File: config.mk
export PLATFORM = sky130hd
export DESIGN_NAME = tbat_cfg_regs
export DESIGN_NICKNAME = d
export VERILOG_FILES = /design/src/tbat_pkg.sv /design/src/tbat_cfg_regs.sv
export SDC_FILE = /design/constraint.sdc
export NUM_CORES = 1
export LEC_CHECK = 0
export ABC_AREA = 1
export BUFFER_PORTS_ARGS = -buffer_cell sky130_fd_sc_hd__buf_2
export CORE_MARGIN = 2
export CORE_UTILIZATION = 50
export DETAILED_ROUTE_END_ITERATION = 6
export GPL_ROUTABILITY_DRIVEN = 0
export PLACE_DENSITY_LB_ADDON = 0.2
export REMOVE_ABC_BUFFERS = 1
export SYNTH_ARGS = -nofsm -noshare
export SYNTH_HDL_FRONTEND = slang
export SYNTH_SLANG_ARGS = --single-unit
File: constraint.sdc
create_clock -name clk -period 0.8 [get_ports clk]
set_input_delay 0.16 -clock clk [delete_from_list [all_inputs] [get_ports clk]]
set_output_delay 0.16 -clock clk [all_outputs]
set_load 0.02 [all_outputs]
File: src/tbat_pkg.sv
// tbat_pkg: shared types, constants and helper functions for the track box acceptance core
// used by every module under src; no dependencies of its own
package tbat_pkg;

    localparam int COORD_WIDTH_DEF = 16;
    localparam int FIELD_W         = 16;
    localparam int CFG_W           = 32;
    localparam int CFG_IDX_W       = 3;
    localparam int NUM_AXES        = 3;
    localparam int NUM_FACES       = 6;
    localparam int IN_W            = 6 * FIELD_W;
    localparam int OUT_W           = 8;

    // register indexes of the configuration port
    typedef enum logic [CFG_IDX_W-1:0] {
        REG_BOT_Z = 3'd0,
        REG_BOT_X = 3'd1,
        REG_BOT_Y = 3'd2,
        REG_BOX_X = 3'd3,
        REG_BOX_Y = 3'd4,
        REG_BOX_Z = 3'd5
    } cfg_idx_t;

    // raw 16-bit carriers of every configured level, index 0 x, 1 y, 2 z
    typedef struct packed {
        logic [FIELD_W-1:0]            bot_z;
        logic [1:0][FIELD_W-1:0]       bwin_lo;
        logic [1:0][FIELD_W-1:0]       bwin_hi;
        logic [NUM_AXES-1:0][FIELD_W-1:0] box_lo;
        logic [NUM_AXES-1:0][FIELD_W-1:0] box_hi;
    } cfg_t;

    // signed width that holds a decoded coordinate
    function automatic int val_width(input int cw);
        return (cw > FIELD_W) ? FIELD_W + 1 : cw;
    endfunction

    // carrier bits that take part in a coordinate
    function automatic int raw_width(input int cw);
        return (cw < FIELD_W) ? cw : FIELD_W;
    endfunction

    // face order: z min, z max, x min, x max, y min, y max
    function automatic int face_axis(input int f);
        int a;
        case (f)
            0, 1:    a = 2;
            2, 3:    a = 0;
            default: a = 1;
        endcase
        return a;
    endfunction

    // the two in-face axes of a plane normal to axis a, in ascending order
    function automatic int other_axis(input int a, input int j);
        int k;
        if (j == 0)
            k = (a == 0) ? 1 : 0;
        else
            k = (a == 2) ? 1 : 2;
        return k;
    endfunction

endpackage

File: src/tbat_cfg_regs.sv
// tbat_cfg_regs: write-only configuration register file
// depends on tbat_pkg
module tbat_cfg_regs (
    input  logic                           clk,
    input  logic                           rst_n,
    input  logic                           cfg_we,
    input  logic [tbat_pkg::CFG_IDX_W-1:0] cfg_index,
    input  logic [tbat_pkg::CFG_W-1:0]     cfg_wdata,
    output tbat_pkg::cfg_t                 cfg
);
    import tbat_pkg::*;

    logic [FIELD_W-1:0]          bot_z_reg;
    logic [1:0][CFG_W-1:0]       win_reg;
    logic [NUM_AXES-1:0][CFG_W-1:0] box_reg;

    // register writes, unknown indexes dropped
    always_ff @(posedge clk or negedge rst_n)
    begin
        if (!rst_n)
        begin
            bot_z_reg <= '0;
            win_reg   <= '0;
            box_reg   <= '0;
        end
        else if (cfg_we)
        begin
            case (cfg_idx_t'(cfg_index))
                REG_BOT_Z: bot_z_reg  <= cfg_wdata[FIELD_W-1:0];
                REG_BOT_X: win_reg[0] <= cfg_wdata;
                REG_BOT_Y: win_reg[1] <= cfg_wdata;
                REG_BOX_X: box_reg[0] <= cfg_wdata;
                REG_BOX_Y: box_reg[1] <= cfg_wdata;
                REG_BOX_Z: box_reg[2] <= cfg_wdata;
                default:   ;
            endcase
        end
    end

    // split packed windows into their halves
    always_comb
    begin
        cfg.bot_z = bot_z_reg;
        for (int j = 0; j < 2; j++)
        begin
            cfg.bwin_lo[j] = win_reg[j][FIELD_W-1:0];
            cfg.bwin_hi[j] = win_reg[j][CFG_W-1:FIELD_W];
        end
        for (int k = 0; k < NUM_AXES; k++)
        begin
            cfg.box_lo[k] = box_reg[k][FIELD_W-1:0];
            cfg.box_hi[k] = box_reg[k][CFG_W-1:FIELD_W];
        end
    end

endmodule

Word-level counts from Yosys, hierarchy flattened. Index checks and enable logic that the tools add are counted.

Reduce and logical (&&, ||, !) cells: 7. Eq/ne operators: 5.

Operator list (number): $reduce_and 2->1 (6); $eq 3x2->1 const B (2); $eq 3x3->1 const B (2); $eq 3x1->1 const B (1); $logic_not 3->1 (1).

Bits in registers: 176. Logic and storage cells: 18. Output and inout port bits: 176.

Longest topological paths before layout.
Depth after elaboration: 2. Mapped depth: 7.

Least setup slack after synthesis. Ideal clock, no wire load.

Path type: input to register. Start: in cfg_we. End: reg win_reg, in the netlist cfg[112]. Data arrival time: 0.860 ns. Stages: 7. Setup time: 0.117 ns. Path buffers: 2. Data required time: 0.683 ns. Setup slack: -0.177 ns. Path through: inv_1 nor2_1 buf_2 nand2_1 buf_2 nand2_1 nand2_1.

Word-level cells in the longest chain between the ends: 1.

Ends and longest elaborated chain: from (decl) (line tbat_cfg_regs.sv:6) `input logic cfg_we,`; $reduce_and 2->1 (no line); to (decl) (line tbat_cfg_regs.sv:14) `logic [1:0][CFG_W-1:0] win_reg;`.

No other way between the ends. A chain may end at the register's enable or synchronous reset.

Final worst setup path.
Start: reg win_reg, in the netlist cfg[122]. End: out cfg[122] (netlist name).

RTL lines: to (decl) (line tbat_cfg_regs.sv:9) `output tbat_pkg::cfg_t cfg`.

No word-level cell between the ends.

==> out/qor.csv <==
metric,value,unit
synth_seq_cells,176,
critPathBufInv,1,
io_buffers,213,
grt_pass1_vias,7006,
die_width,121,microns
fin_area,11300,sq um
detail-route-antenna-nets,0,
yosysWarnings,0,
placed_area,8370,sq um
vdd.ir_drop.worst,1.64,mV
synth_cell_types,10,
cts_buffers,17,
p_per_area,2870,nW/um^2
drt-initial-drc-count,644,
cp.depth,1,
cts.sinks,176,
grt_max_degree,48,
fmax,858,MHz
worst_pin_slew,0.311,ns
post_drt_wl_per_cell,19.0,microns
antenna_found_initial,0,
synth_top_area_cell,dfrtp_1,
whs_path_depth,3,
crit_family,flip-flops,
endpoint_kind,output pin,
area_delta_synth_final,64.9,%
finalSetupViolations,194,
largest_reg_flops,160,
nets,1160,
failed_checks,negative setup slack,
final.period_utilization,146,%
critPathMaxFanout,2,
wl,25000,microns
synthesis.area,6830,sq um
rsz0062_at_grt,true,
r2r_slack,-0.13,ns
cap_viol_max_count,0,
reg2reg_to,cfg[69],
drive_above_1_share,35.5,%
start_util,51.3,%
status,finished with violations,
dpl.hpwl,13200,microns
total_power,0.0323,W
synthCells,771,
track_usage,33.8,%
cp.required,0.64,ns
via_per_inst,5.30,
arrival,1.01,ns
yosysSeqAreaShare,64.5,%
fin_ws,-0.366,ns
avgSynthCellArea,8.85,sq um
synth.top_cell.area_share,64.5,%
hold_viol_final,0,
num_rows,42,
reg2reg_from,cfg[69],
cts_tree,done,
synth_area_leaders,"dfrtp_1 65%, nand2_1 23%, nand3_1 8.2%",
grt_pass1_wl,37600,microns
start_kind,flip-flop,
crit_end,cfg[122],
hp-class,in -> reg,
setup_tns,-58.84,ns
cts_buffer_depth,2,
fp.dieH,121,microns
die-area,14600,sq um
dr.pass1.iters,6,
drv_slew,0,
crit_path_cell_trace,buf_6,
finalClockSkew,0,ns
period_needed,1.17,ns
path_class,reg -> out,
critical-path-slowest-cell,dfrtp_1,
place_ws,-0.346,ns
drc,0,
power_leakage,6.15,nW
final_cells,1312,
core_area,13300,sq um
overflow,0,
cpPeakStageDelay,0.42,ns
r2r_cells,4,
cp-startpoint,cfg[122],
clock-root-buffer,clkbuf_16,
clk_latency,0.43,ns
placedCellCount,1153,
htree_num_levels,4,
slew_headroom,79.3,%
via_count,6953,
ioPinCount,214,
cts.clk_slew.worst_paths,0.07,ns
## synthesized netlist by cell type
cell type  instances
nand2_1          426
clkbuf_1           9
nand3_1          112
dfrtp_1          176
inv_1              3
nor2_2             2
buf_2             34
buf_1              2
nor2_1             4
inv_2              3
## cell type report
| type | count | area, sq um |
|---|---|---|
| antenna | 1 | 2.50 |
| clock buffer | 23 | 488 |
| clock inverter | 9 | 225 |
| fill | 675 | 2040 |
| inverter | 6 | 22.5 |
| multi-input combinational | 544 | 2260 |
| sequential | 176 | 4400 |
| tap | 176 | 220 |
| timing repair buffer | 377 | 3630 |
## metrics by stage
stage	hold WS [ns]	util, %
finish	0.0238	84.6
CTS	0.00202	81.4
floorplan	-0.136	-
detailed placement	0.180	62.9
global placement	0.181	62.9
global route	0.0219	84.6
## worst min path at each step
stage / endpoint / slack, ns / startpoint
6_report: cfg[90] / 0.02 / cfg_wdata[10]
5_1_grt: cfg[94] / 0.02 / cfg_wdata[14]
2_1_floorplan: bot_z_reg[0] / -0.14 / rst_n
4_1_cts: cfg[57] / 0.002 / cfg_wdata[9]
3_5_place_dp: cfg[34] / 0.18 / rst_n
3_3_place_gp: cfg[34] / 0.18 / rst_n
## metal layers
layer / vias to the layer above / wire, microns / track usage, %
met1: 3366 / 9010 / 41.2
met5: - / 0 / 0
met4: 0 / 1080 / 16.3
met3: 81 / 1950 / 7.03
met2: 396 / 12900 / 57.4
li1: 3110 / - / -
## tightest hold or removal path, cell delays in order
cell,delay [ns]
buf_2,0.15
nand2_1,0.07
nand2_1,0.04
## report_power, final
part | internal (W) | switching, W | leakage, nW
clock network | 0.00651 | 0.00351 | 0.340
logic | 0.00522 | 0.00507 | 3.60
registers | 0.0106 | 0.00139 | 2.21
total | 0.0223 | 0.00997 | 6.15
## cells by family after synthesis
family,count (synthesis),share of synthesized area (%)
flip-flops,176,64.5
AND/OR/NAND/NOR,544,32.0
buffers and inverters,51,3.43
## timing repair
item | in CTS | in global routing
setup buffers | 50 | 51
pin swaps | 0 | 7
hold endpoints to repair | 217 | 0
hold buffers | 26 | 0
setup endpoints to repair | 176 | 182
gates resized for setup | 352 | 19
## layout by cell type, fill, tap and decap left out
cell type	instances
nand2_1	413
buf_6	183
dfrtp_1	176
buf_4	121
nand3_1	112
buf_2	36
dlygate4sd3_1	26
clkbuf_16	17
nand2_2	13
buf_12	11
bufinv_16	7
nor2_4	6
clkbuf_8	4
inv_1	3
inv_2	3
clkinvlp_4	2
clkbuf_1	2
diode_2	1
(Power assumes the default switching activity.)
